--- src/sv/mck_pkg.sv ---
// ----------------------------------------------------------------------------
// mck_pkg: shared types, constants and tables of the morse code keyer
// Holds the character code table, the unit space table, register indexes and
// the entry type that travels from the front part to the back part.
// ----------------------------------------------------------------------------
package mck_pkg;

  // field widths
  localparam int unsigned CharW  = 8;
  localparam int unsigned WpmW   = 6;
  localparam int unsigned WeightW = 7;
  localparam int unsigned SpaceW = 8;
  localparam int unsigned DurW   = 13;
  localparam int unsigned CfgIdxW = 2;
  localparam int unsigned CfgDataW = 8;

  // configuration register indexes
  localparam logic [CfgIdxW-1:0] CfgIdxWpm    = 2'd0;
  localparam logic [CfgIdxW-1:0] CfgIdxWeight = 2'd1;

  // register reset values
  localparam logic [WpmW-1:0]    WpmReset    = 6'd20;
  localparam logic [WeightW-1:0] WeightReset = 7'd48;

  // characters and table range
  localparam logic [CharW-1:0] CharSpace = 8'd32;
  localparam logic [CharW-1:0] CharFirst = 8'd33;
  localparam logic [CharW-1:0] CharLast  = 8'd126;
  localparam logic [CharW-1:0] CodeEmpty = 8'h01;

  // weight below this is raised to it; the divisor is weight minus sixteen
  localparam logic [WeightW-1:0] WeightMin  = 7'd17;
  localparam logic [WeightW-1:0] WeightBias = 7'd16;

  // restoring divider: one quotient bit per cycle
  localparam int unsigned DivSteps = DurW;
  localparam int unsigned DivCntW  = 4;

  localparam logic [DurW-1:0] DurMax = 13'h1FFF;

  // reverse-binary codes for ASCII 33..126, leading 1 marks the end
  localparam logic [7:0] CodeTable [94] = '{
    8'h75, 8'h52, 8'h01, 8'hC8, 8'h68, 8'h1A, 8'h5E, 8'h2D, 8'h6D, 8'h01,
    8'h2D, 8'h73, 8'h31, 8'h2A, 8'h29, 8'h3F, 8'h3E, 8'h3C, 8'h38, 8'h30,
    8'h20, 8'h21, 8'h23, 8'h27, 8'h2F, 8'h47, 8'h55, 8'h22, 8'h31, 8'h2A,
    8'h4C, 8'h56, 8'h06, 8'h11, 8'h15, 8'h09, 8'h02, 8'h14, 8'h0B, 8'h10,
    8'h04, 8'h1E, 8'h0D, 8'h12, 8'h07, 8'h05, 8'h0F, 8'h16, 8'h1B, 8'h0A,
    8'h08, 8'h03, 8'h0C, 8'h18, 8'h0E, 8'h19, 8'h1D, 8'h13, 8'h01, 8'h40,
    8'h01, 8'h01, 8'h6C, 8'h5E, 8'h06, 8'h11, 8'h15, 8'h09, 8'h02, 8'h14,
    8'h0B, 8'h10, 8'h04, 8'h1E, 8'h0D, 8'h12, 8'h07, 8'h05, 8'h0F, 8'h16,
    8'h1B, 8'h0A, 8'h08, 8'h03, 8'h0C, 8'h18, 8'h0E, 8'h19, 8'h1D, 8'h13,
    8'h70, 8'h01, 8'h28, 8'h01
  };

  // unit space in ms, 1200 / wpm truncated; speeds below 5 count as 5
  localparam logic [SpaceW-1:0] SpaceTable [64] = '{
    8'd240, 8'd240, 8'd240, 8'd240, 8'd240, 8'd240, 8'd200, 8'd171,
    8'd150, 8'd133, 8'd120, 8'd109, 8'd100, 8'd92,  8'd85,  8'd80,
    8'd75,  8'd70,  8'd66,  8'd63,  8'd60,  8'd57,  8'd54,  8'd52,
    8'd50,  8'd48,  8'd46,  8'd44,  8'd42,  8'd41,  8'd40,  8'd38,
    8'd37,  8'd36,  8'd35,  8'd34,  8'd33,  8'd32,  8'd31,  8'd30,
    8'd30,  8'd29,  8'd28,  8'd27,  8'd27,  8'd26,  8'd26,  8'd25,
    8'd25,  8'd24,  8'd24,  8'd23,  8'd23,  8'd22,  8'd22,  8'd21,
    8'd21,  8'd21,  8'd20,  8'd20,  8'd20,  8'd19,  8'd19,  8'd19
  };

  // one classified character, ready for the back part
  typedef struct packed {
    logic [7:0]        code;
    logic [SpaceW-1:0] space;
    logic [DurW-1:0]   dit;
    logic [DurW-1:0]   dash;
    logic              is_space;
    logic              prev_space;
  } entry_t;

  // queue status seen by both sides
  typedef struct packed {
    logic full;
    logic empty;
  } q_stat_t;

endpackage

--- src/sv/mck_if.sv ---
// ----------------------------------------------------------------------------
// mck_if: channel interfaces of the morse code keyer
// Character input, segment output and configuration write channels, each
// with valid, ready and payload.
// ----------------------------------------------------------------------------
interface mck_char_if;
  logic                       valid;
  logic                       ready;
  logic [mck_pkg::CharW-1:0]  character;

  modport source (output valid, output character, input ready);
  modport sink   (input valid, input character, output ready);
endinterface

interface mck_seg_if;
  logic                      valid;
  logic                      ready;
  logic                      key_down;
  logic [mck_pkg::DurW-1:0]  duration_ms;
  logic                      last_segment;

  modport source (output valid, output key_down, output duration_ms,
                  output last_segment, input ready);
  modport sink   (input valid, input key_down, input duration_ms,
                  input last_segment, output ready);
endinterface

interface mck_cfg_if;
  logic                          valid;
  logic                          ready;
  logic [mck_pkg::CfgIdxW-1:0]   reg_index;
  logic [mck_pkg::CfgDataW-1:0]  wdata;

  modport source (output valid, output reg_index, output wdata, input ready);
  modport sink   (input valid, input reg_index, input wdata, output ready);
endinterface

--- src/sv/mck_front.sv ---
// ----------------------------------------------------------------------------
// mck_front: character intake and timing
// Holds the configuration registers, looks the character up, works out the
// dit length with a bit-serial divider and pushes one entry to the queue.
// ----------------------------------------------------------------------------
module mck_front (
  input  logic                clk_i,
  input  logic                rst_ni,
  mck_char_if.sink            char_i,
  mck_cfg_if.sink             cfg_i,
  input  mck_pkg::q_stat_t    q_stat_i,
  output logic                push_o,
  output mck_pkg::entry_t     push_data_o
);

  typedef enum logic [1:0] {FrIdle, FrDiv, FrPush} fr_state_e;

  fr_state_e                          state_q;
  logic [mck_pkg::WpmW-1:0]           wpm_q;
  logic [mck_pkg::WeightW-1:0]        weight_q;
  logic                               prev_space_q;
  logic [7:0]                         code_q;
  logic [mck_pkg::SpaceW-1:0]         space_q;
  logic                               is_space_q;
  logic                               ent_prev_q;
  logic [mck_pkg::WeightW-1:0]        div_q;
  logic [mck_pkg::WeightW-1:0]        rem_q;
  logic [mck_pkg::DurW-1:0]           num_q;
  logic [mck_pkg::DivCntW-1:0]        cnt_q;

  logic                               char_beat;
  logic [mck_pkg::SpaceW-1:0]         space_lu;
  logic [7:0]                         code_lu;
  logic [7:0]                         tbl_off;
  logic                               in_range;
  logic [mck_pkg::WeightW-1:0]        div_lu;
  logic [mck_pkg::WeightW:0]          trial;
  logic                               trial_ge;
  logic [mck_pkg::WeightW:0]          trial_sub;
  logic [mck_pkg::DurW:0]             dash_sum;
  logic [mck_pkg::DurW-1:0]           dash;

  assign char_i.ready = (state_q == FrIdle);
  assign cfg_i.ready  = 1'b1;
  assign char_beat    = char_i.valid && (state_q == FrIdle);

  // character classification and table lookups
  assign space_lu = mck_pkg::SpaceTable[wpm_q];
  assign in_range = (char_i.character >= mck_pkg::CharFirst) &&
                    (char_i.character <= mck_pkg::CharLast);
  assign tbl_off  = char_i.character - mck_pkg::CharFirst;
  assign code_lu  = in_range ? mck_pkg::CodeTable[tbl_off[6:0]] : mck_pkg::CodeEmpty;
  assign div_lu   = (weight_q < mck_pkg::WeightMin) ? 7'd1 : (weight_q - mck_pkg::WeightBias);

  // one restoring divider step
  assign trial     = {rem_q, num_q[mck_pkg::DurW-1]};
  assign trial_ge  = (trial >= {1'b0, div_q});
  assign trial_sub = trial - {1'b0, div_q};

  // dash is dit plus two unit spaces, saturated
  assign dash_sum = {1'b0, num_q} + {5'b0, space_q, 1'b0};
  assign dash     = dash_sum[mck_pkg::DurW] ? mck_pkg::DurMax : dash_sum[mck_pkg::DurW-1:0];

  assign push_o = (state_q == FrPush) && !q_stat_i.full;
  always_comb begin
    push_data_o.code       = code_q;
    push_data_o.space      = space_q;
    push_data_o.dit        = num_q;
    push_data_o.dash       = dash;
    push_data_o.is_space   = is_space_q;
    push_data_o.prev_space = ent_prev_q;
  end

  // state, configuration and working registers
  always_ff @(posedge clk_i or negedge rst_ni) begin
    if (!rst_ni) begin
      state_q      <= FrIdle;
      wpm_q        <= mck_pkg::WpmReset;
      weight_q     <= mck_pkg::WeightReset;
      prev_space_q <= 1'b0;
      code_q       <= '0;
      space_q      <= '0;
      is_space_q   <= 1'b0;
      ent_prev_q   <= 1'b0;
      div_q        <= '0;
      rem_q        <= '0;
      num_q        <= '0;
      cnt_q        <= '0;
    end else begin
      if (cfg_i.valid) begin
        case (cfg_i.reg_index)
          mck_pkg::CfgIdxWpm:    wpm_q    <= cfg_i.wdata[mck_pkg::WpmW-1:0];
          mck_pkg::CfgIdxWeight: weight_q <= cfg_i.wdata[mck_pkg::WeightW-1:0];
          default: ;
        endcase
      end
      case (state_q)
        FrIdle: begin
          if (char_beat) begin
            code_q       <= code_lu;
            space_q      <= space_lu;
            is_space_q   <= (char_i.character == mck_pkg::CharSpace);
            ent_prev_q   <= prev_space_q;
            prev_space_q <= (char_i.character == mck_pkg::CharSpace);
            div_q        <= div_lu;
            rem_q        <= '0;
            num_q        <= {space_lu, 5'b0};
            cnt_q        <= mck_pkg::DivCntW'(mck_pkg::DivSteps - 1);
            state_q      <= FrDiv;
          end
        end
        FrDiv: begin
          rem_q <= trial_ge ? trial_sub[mck_pkg::WeightW-1:0] : trial[mck_pkg::WeightW-1:0];
          num_q <= {num_q[mck_pkg::DurW-2:0], trial_ge};
          cnt_q <= cnt_q - 1'b1;
          if (cnt_q == '0) begin
            state_q <= FrPush;
          end
        end
        FrPush: begin
          if (!q_stat_i.full) begin
            state_q <= FrIdle;
          end
        end
        default: state_q <= FrIdle;
      endcase
    end
  end

endmodule

--- src/sv/mck_queue.sv ---
// ----------------------------------------------------------------------------
// mck_queue: two-entry queue between front and back
// Register-based first-in first-out store of classified characters.
// ----------------------------------------------------------------------------
module mck_queue (
  input  logic              clk_i,
  input  logic              rst_ni,
  input  logic              push_i,
  input  mck_pkg::entry_t   push_data_i,
  input  logic              pop_i,
  output mck_pkg::entry_t   pop_data_o,
  output mck_pkg::q_stat_t  stat_o
);

  mck_pkg::entry_t  slot_q [2];
  logic             wr_ptr_q;
  logic             rd_ptr_q;
  logic [1:0]       count_q;

  assign pop_data_o   = slot_q[rd_ptr_q];
  assign stat_o.full  = (count_q == 2'd2);
  assign stat_o.empty = (count_q == 2'd0);

  // entry storage
  always_ff @(posedge clk_i) begin
    if (push_i) begin
      slot_q[wr_ptr_q] <= push_data_i;
    end
  end

  // pointers and fill count
  always_ff @(posedge clk_i or negedge rst_ni) begin
    if (!rst_ni) begin
      wr_ptr_q <= 1'b0;
      rd_ptr_q <= 1'b0;
      count_q  <= 2'd0;
    end else begin
      if (push_i) begin
        wr_ptr_q <= ~wr_ptr_q;
      end
      if (pop_i) begin
        rd_ptr_q <= ~rd_ptr_q;
      end
      case ({push_i, pop_i})
        2'b10:   count_q <= count_q + 2'd1;
        2'b01:   count_q <= count_q - 2'd1;
        default: count_q <= count_q;
      endcase
    end
  end

endmodule

--- src/sv/mck_back.sv ---
// ----------------------------------------------------------------------------
// mck_back: segment sequencer
// Takes one entry from the queue and walks its code, one key segment per
// beat, into a registered output stage.
// ----------------------------------------------------------------------------
module mck_back (
  input  logic              clk_i,
  input  logic              rst_ni,
  input  mck_pkg::q_stat_t  q_stat_i,
  input  mck_pkg::entry_t   pop_data_i,
  output logic              pop_o,
  mck_seg_if.source         seg_o
);

  typedef enum logic [2:0] {BkIdle, BkWord, BkMark, BkGap, BkEnd} bk_state_e;

  bk_state_e                   state_q;
  mck_pkg::entry_t             ent_q;
  logic                        valid_q;
  logic                        key_q;
  logic [mck_pkg::DurW-1:0]    dur_q;
  logic                        last_q;

  logic                        load;
  logic                        emit;
  logic [mck_pkg::DurW-1:0]    dur_space;
  logic [mck_pkg::DurW-1:0]    dur_letter;
  logic [mck_pkg::DurW-1:0]    dur_word;

  assign seg_o.valid        = valid_q;
  assign seg_o.key_down     = key_q;
  assign seg_o.duration_ms  = dur_q;
  assign seg_o.last_segment = last_q;

  assign load  = !valid_q || seg_o.ready;
  assign pop_o = (state_q == BkIdle) && !q_stat_i.empty;

  // a new segment enters the output stage
  assign emit  = load && ((state_q == BkWord) || (state_q == BkMark) ||
                          (state_q == BkGap) || (state_q == BkEnd));

  // gap lengths in unit spaces: one, two, and four or seven
  assign dur_space  = {5'b0, ent_q.space};
  assign dur_letter = {4'b0, ent_q.space, 1'b0};
  assign dur_word   = ent_q.prev_space ?
                      ({2'b0, ent_q.space, 3'b0} - {5'b0, ent_q.space}) :
                      {3'b0, ent_q.space, 2'b0};

  // sequencer and output stage
  always_ff @(posedge clk_i or negedge rst_ni) begin
    if (!rst_ni) begin
      state_q <= BkIdle;
      ent_q   <= '0;
      valid_q <= 1'b0;
      key_q   <= 1'b0;
      dur_q   <= '0;
      last_q  <= 1'b0;
    end else begin
      if (emit) begin
        valid_q <= 1'b1;
      end else if (valid_q && seg_o.ready) begin
        valid_q <= 1'b0;
      end
      case (state_q)
        BkIdle: begin
          if (!q_stat_i.empty) begin
            ent_q <= pop_data_i;
            if (pop_data_i.is_space) begin
              state_q <= BkWord;
            end else if (pop_data_i.code[7:1] != '0) begin
              state_q <= BkMark;
            end else begin
              state_q <= BkEnd;
            end
          end
        end
        BkWord: begin
          if (load) begin
            key_q   <= 1'b0;
            dur_q   <= dur_word;
            last_q  <= 1'b1;
            state_q <= BkIdle;
          end
        end
        BkMark: begin
          if (load) begin
            key_q   <= 1'b1;
            dur_q   <= ent_q.code[0] ? ent_q.dash : ent_q.dit;
            last_q  <= 1'b0;
            state_q <= BkGap;
          end
        end
        BkGap: begin
          if (load) begin
            key_q      <= 1'b0;
            dur_q      <= dur_space;
            last_q     <= 1'b0;
            ent_q.code <= {1'b0, ent_q.code[7:1]};
            state_q    <= (ent_q.code[7:2] != '0) ? BkMark : BkEnd;
          end
        end
        BkEnd: begin
          if (load) begin
            key_q   <= 1'b0;
            dur_q   <= dur_letter;
            last_q  <= 1'b1;
            state_q <= BkIdle;
          end
        end
        default: state_q <= BkIdle;
      endcase
    end
  end

endmodule

--- src/sv/morse_code_keyer.sv ---
// ----------------------------------------------------------------------------
// morse_code_keyer: ASCII character to key segment converter
// Turns each character into a run of key-down and key-up segments with
// their lengths in milliseconds.
// ----------------------------------------------------------------------------
// Usage:
//   char_i takes one ASCII character per beat; seg_o gives one segment per
//   beat (key state, length in ms, last-of-character flag); cfg_i writes the
//   speed (index 0) and weight (index 1) registers and is always ready.
//   The front part takes a character, looks it up and runs a 13-step
//   bit-serial divider for the dit length, then queues the entry; it takes
//   no new character until that entry is pushed into the two-entry queue.
//   The back part sends one segment per cycle from its output register
//   while seg_o is ready; for short runs the divider sets the sustained
//   character rate.
//   A stalled seg_o holds its segment; the front keeps taking characters
//   until the queue fills, then drops char_i.ready.
//   Reset empties the queue, sets speed 20 and weight 48 and clears the
//   record of a preceding word space.
// ----------------------------------------------------------------------------
module morse_code_keyer (
  input  logic        clk_i,
  input  logic        rst_ni,
  mck_char_if.sink    char_i,
  mck_cfg_if.sink     cfg_i,
  mck_seg_if.source   seg_o
);

  logic               push;
  logic               pop;
  mck_pkg::entry_t    push_data;
  mck_pkg::entry_t    pop_data;
  mck_pkg::q_stat_t   q_stat;

  // intake, configuration and timing
  mck_front u_front (
    .clk_i       (clk_i),
    .rst_ni      (rst_ni),
    .char_i      (char_i),
    .cfg_i       (cfg_i),
    .q_stat_i    (q_stat),
    .push_o      (push),
    .push_data_o (push_data)
  );

  // decoupling queue
  mck_queue u_queue (
    .clk_i       (clk_i),
    .rst_ni      (rst_ni),
    .push_i      (push),
    .push_data_i (push_data),
    .pop_i       (pop),
    .pop_data_o  (pop_data),
    .stat_o      (q_stat)
  );

  // segment sequencer
  mck_back u_back (
    .clk_i      (clk_i),
    .rst_ni     (rst_ni),
    .q_stat_i   (q_stat),
    .pop_data_i (pop_data),
    .pop_o      (pop),
    .seg_o      (seg_o)
  );

endmodule
--- src/flat_wrapper.sv ---
// flat-port wrapper written by rule: the top's interface ports become plain ports
module morse_code_keyer_flat 
  (clk_i, rst_ni, char_i_valid, char_i_character, char_i_ready, cfg_i_valid, cfg_i_reg_index, cfg_i_wdata, cfg_i_ready, seg_o_valid, seg_o_key_down, seg_o_duration_ms, seg_o_last_segment, seg_o_ready);
  mck_char_if char_i_i ();
  mck_cfg_if cfg_i_i ();
  mck_seg_if seg_o_i ();
  input  logic clk_i;
  input  logic rst_ni;
  input wire logic [$bits(char_i_i.valid)-1:0] char_i_valid;
  input wire logic [$bits(char_i_i.character)-1:0] char_i_character;
  output wire logic [$bits(char_i_i.ready)-1:0] char_i_ready;
  input wire logic [$bits(cfg_i_i.valid)-1:0] cfg_i_valid;
  input wire logic [$bits(cfg_i_i.reg_index)-1:0] cfg_i_reg_index;
  input wire logic [$bits(cfg_i_i.wdata)-1:0] cfg_i_wdata;
  output wire logic [$bits(cfg_i_i.ready)-1:0] cfg_i_ready;
  output wire logic [$bits(seg_o_i.valid)-1:0] seg_o_valid;
  output wire logic [$bits(seg_o_i.key_down)-1:0] seg_o_key_down;
  output wire logic [$bits(seg_o_i.duration_ms)-1:0] seg_o_duration_ms;
  output wire logic [$bits(seg_o_i.last_segment)-1:0] seg_o_last_segment;
  input wire logic [$bits(seg_o_i.ready)-1:0] seg_o_ready;
  assign char_i_i.valid = char_i_valid;
  assign char_i_i.character = char_i_character;
  assign char_i_ready = char_i_i.ready;
  assign cfg_i_i.valid = cfg_i_valid;
  assign cfg_i_i.reg_index = cfg_i_reg_index;
  assign cfg_i_i.wdata = cfg_i_wdata;
  assign cfg_i_ready = cfg_i_i.ready;
  assign seg_o_valid = seg_o_i.valid;
  assign seg_o_key_down = seg_o_i.key_down;
  assign seg_o_duration_ms = seg_o_i.duration_ms;
  assign seg_o_last_segment = seg_o_i.last_segment;
  assign seg_o_i.ready = seg_o_ready;
  morse_code_keyer u_core (.clk_i(clk_i), .rst_ni(rst_ni), .char_i(char_i_i), .cfg_i(cfg_i_i), .seg_o(seg_o_i));
endmodule
--- config.mk ---
export PLATFORM = sky130hd
export DESIGN_NAME = morse_code_keyer_flat
export DESIGN_NICKNAME = d
export VERILOG_FILES = /design/src/sv/mck_pkg.sv /design/src/sv/mck_if.sv /design/src/sv/mck_front.sv /design/src/sv/mck_queue.sv /design/src/sv/mck_back.sv /design/src/sv/morse_code_keyer.sv /design/src/flat_wrapper.sv
export SDC_FILE = /design/constraint.sdc
export NUM_CORES = 1
export LEC_CHECK = 0
export BUFFER_PORTS_ARGS = -buffer_cell sky130_fd_sc_hd__buf_2
export CAP_MARGIN = 15
export CORE_AREA = 5 5 203 146
export CTS_CLUSTER_DIAMETER = 80
export CTS_CLUSTER_SIZE = 40
export DETAILED_ROUTE_END_ITERATION = 8
export DIE_AREA = 0 0 208 151
export PLACE_DENSITY_LB_ADDON = 0.1
export SYNTH_ARGS = -nofsm -noshare
export SYNTH_HDL_FRONTEND = slang
export SYNTH_HIERARCHICAL = 1
export SYNTH_SLANG_ARGS = --single-unit
--- constraint.sdc ---
create_clock -name clk_i -period 3.67 [get_ports clk_i]
set_clock_uncertainty 0.05 [all_clocks]
set_input_delay 0.734 -clock clk_i [delete_from_list [all_inputs] [get_ports clk_i]]
set_output_delay 0.734 -clock clk_i [all_outputs]
set_load 0.005 [all_outputs]
==> results.ini <==
[worst_setup_path]
slowest_stage=dfrtp_1
r2r_end=u_core/u_front/rem_q[4]
required_ns=3.95
path_cells=inv_1, ha_1, inv_1, fa_1, a21o_1, a21oi_1, o21ai_0, a21oi_1, buf_4, mux2i_1, o21ai_0
critPathKind=register to register
crit_buf_inv=3
critPathCaptureType=register
worst_setup_path_start_kind=register
reg2reg_from=u_core/u_front/num_q[12]
crit_arrival_ns=3.37
worstPathMaxFanout=8
worstRegToRegCells=11
cp_top_family=compound AO/OA/AOI/OAI gates
rrSetupSlack_ns=0.58
slowest_delay_ns=0.49

[pwr]
leakagePower_nw=5.28
power.density_mw_per_mm2=739
ir_drop_uv=396
finalPower_w=0.00969

[clocking]
cts.path.max_buffers=3
cts-buffers-inserted=11
cts_tree=yes
clkTransAtPathRegs_ns=0.13
cts_resized=0
ctsHoldBuffers=0
h-tree-depth=1
cts-root-buf=clkbuf_16
post-cts-setup-buffer-count=0
clock-sinks=218
clock_latency_ns=0.50

[floorplan]
die_area_sq_mm=0.0314
num_rows=51
start_util_pct=44.5
die_height_um=151
die_x_um=208
io_pins=41
core_sq_mm=0.0274

[grt]
grt_use_met1_pct=29.6
use_met2_pct=23.4
grt_pass1_wl_um=44800
grt_pass1_vias=7774
grtUsageMet3_pct=2.30
busiest_layer=met1
antenna_found_initial=0
track_usage_pct=17.4
grt_overflow=0
grt_max_degree=61

[yosys]
synthFlopType=dfrtp_1
ys_ff_latch=218
async_flop_share_pct=59.6
avgSynthCellArea_sq_um=10.9
syn_inst=1117
synth_edf_count=88
synth_seq_area_share_pct=48.4
synth_area_sq_mm=0.0122
ys_warn_count=6
syn-num-nets=1186
ys_types=92

[sta]
whs_ns=0.159
tns_ns=0
hold_viol_final=0
fin_crit_sh_pct=84.1
finalMaxSlewViolations=0
min_period_ns=3.09
fmax_ghz=0.324
slew_headroom_pct=38.0
finalSetupViolCount=0
worst_pin_slew_ns=0.929
rsz0062_at_grt=no

[final_layout]
final_net_count=1198
fin_cells=1504
syn2layout_area_growth_pct=7.49
drive_gt1_share_pct=17.8
diodes=0
utilization_pct=47.8

[hold_path]
worstHoldPathType=input port to asynchronous set/reset pin

[place]
numPortBuffers=38
gp_congestion=0.886
dp.cells=1487
dp_hpwl_um=19300

[detailed_routing]
ant_nets=0
drc_errors=0
routed-via-count=8370
viasPerCell=5.57
drt_wl_total_um=27400
drt_iter0_markers=615
wl_per_cell_um=18.2
dr.pass1.iters=5

[flow_run]
cap_violations=0

[outcome]
status=complete, no violations

-- per-stage QoR --
stage | cell area, sq um | setup WS (ns)
final | 13100 | 0.582
after global routing | 13100 | 0.312
after CTS | 13100 | 0.611
after detailed placement | 12700 | 0.443
after global placement | 12700 | 0.441
after floorplan | 12200 | 0.172
-- cell usage in the layout (no fill, tap or decap), drive strengths merged, types with 5 or more instances in the layout --
cell type / count
dfrtp: 126
nand2: 88
edfxtp: 88
mux2: 88
o21ai: 75
nor2: 73
buf: 71
a21oi: 64
inv: 48
ha: 44
nor3: 27
nand3: 25
mux2i: 20
a31oi: 17
nor3b: 17
nand2b: 16
o211ai: 16
xnor2: 15
a211oi: 12
a21o: 12
clkbuf: 11
nor2b: 11
o22ai: 11
xor2: 9
nor4: 9
o221ai: 8
a221o: 8
and3: 7
o31ai: 5
or3: 5
a22o: 5
nand3b: 5
o21a: 5
or2: 5
a221oi: 5
-- worst max-delay path by stage --
| stage | startpoint | end | slack (ns) | cells after the start |
|---|---|---|---|---|
| 2_1_floorplan | char_i_character[1] | u_core/u_front/code_q[3] | 0.17 | 15 |
| 3_3_place_gp | char_i_character[0] | u_core/u_front/code_q[4] | 0.44 | 11 |
| 3_5_place_dp | char_i_character[0] | u_core/u_front/code_q[4] | 0.44 | 11 |
| 4_1_cts | u_core/u_front/num_q[12] | u_core/u_front/rem_q[4] | 0.61 | 11 |
| 5_1_grt | u_core/u_front/num_q[12] | u_core/u_front/rem_q[4] | 0.31 | 11 |
| 6_report | u_core/u_front/num_q[12] | u_core/u_front/rem_q[4] | 0.58 | 11 |
-- final cells by class --
cell class                      instances  area, sq um
Clock inverter                          6          124
Fill cell                            2581        14300
Timing Repair Buffer                   71          469
Clock buffer                           11          275
Tap cell                              371          464
Multi-Input combinational cell        781         5700
Sequential cell                       218         5900
Inverter                               46          173
-- logic make-up after synthesis --
logic type | Yosys count | synth area share (%)
AND/OR/NAND/NOR | 305 | 12.6
AO/OA/AOI/OAI | 295 | 16.3
flip-flops | 218 | 48.4
buffers and inverters | 118 | 4.93
multiplexers | 109 | 11.2
adder cells (fa/ha/maj) | 47 | 4.92
XOR/XNOR | 24 | 1.72
other | 1 | 0.0307
-- metal layers --
metal | wire length, um | vias to the layer above | share of wire (%)
met1 | 15200 | 4035 | 56
met2 | 10600 | 174 | 39
met5 | 0 | - | 0
met4 | 296 | 0 | 1.1
li1 | - | 4137 | -
met3 | 1280 | 24 | 4.7
-- state kept, by name (all words and copies together), names as in the netlist, 8 cells and up --
signal / flops
u_core/u_front/code_q: 8
u_core/u_front/num_q: 13
u_core/u_front/space_q: 8
u_core/u_back/ent_q: 35
u_core/u_back/seg_o.duration_ms: 13
u_core/u_queue/slot_q: 88
u_core/u_back/dur_letter: 8
-- worst register-to-register path: stages, from the launching register on --
cell and delay [ns]:
dfrtp_1 0.49, inv_1 0.21, ha_1 0.20, inv_1 0.05
fa_1 0.40, a21o_1 0.18, a21oi_1 0.28, o21ai_0 0.16
a21oi_1 0.41, buf_4 0.24, mux2i_1 0.17, o21ai_0 0.08
-- power breakdown --
group          internal, W  leakage (nW)  total, W  switching (W)
Sequential         0.00334          2.36   0.00405       0.000709
Clock             0.000623         0.188   0.00152       0.000894
Combinational      0.00195          2.74   0.00412        0.00217
Total              0.00592          5.28   0.00969        0.00377
-- synthesized netlist by cell type (7+ instances only) --
cell / count / area, sq um
a211oi_1: 12 / 90.1
a21o_1: 11 / 82.6
a21oi_1: 63 / 315
a221o_1: 8 / 80.1
a31oi_1: 17 / 106
and3_1: 7 / 43.8
buf_2: 13 / 65.1
buf_6: 8 / 90.1
clkbuf_1: 36 / 135
dfrtp_1: 126 / 3150
edfxtp_1: 88 / 2640
ha_1: 44 / 551
inv_1: 46 / 173
mux2_2: 49 / 552
mux2_4: 39 / 586
mux2i_1: 20 / 200
nand2_1: 88 / 330
nand2b_1: 16 / 100
nand3_1: 25 / 125
nor2_1: 73 / 274
nor2b_1: 11 / 68.8
nor3_1: 26 / 130
nor3b_1: 16 / 120
nor4_1: 8 / 50.1
o211ai_1: 16 / 120
o21ai_0: 73 / 365
o221ai_1: 8 / 70.1
o22ai_1: 10 / 62.6
xnor2_1: 15 / 131
xor2_1: 9 / 78.8
Note: power is estimated with default switching activity, not from simulation.
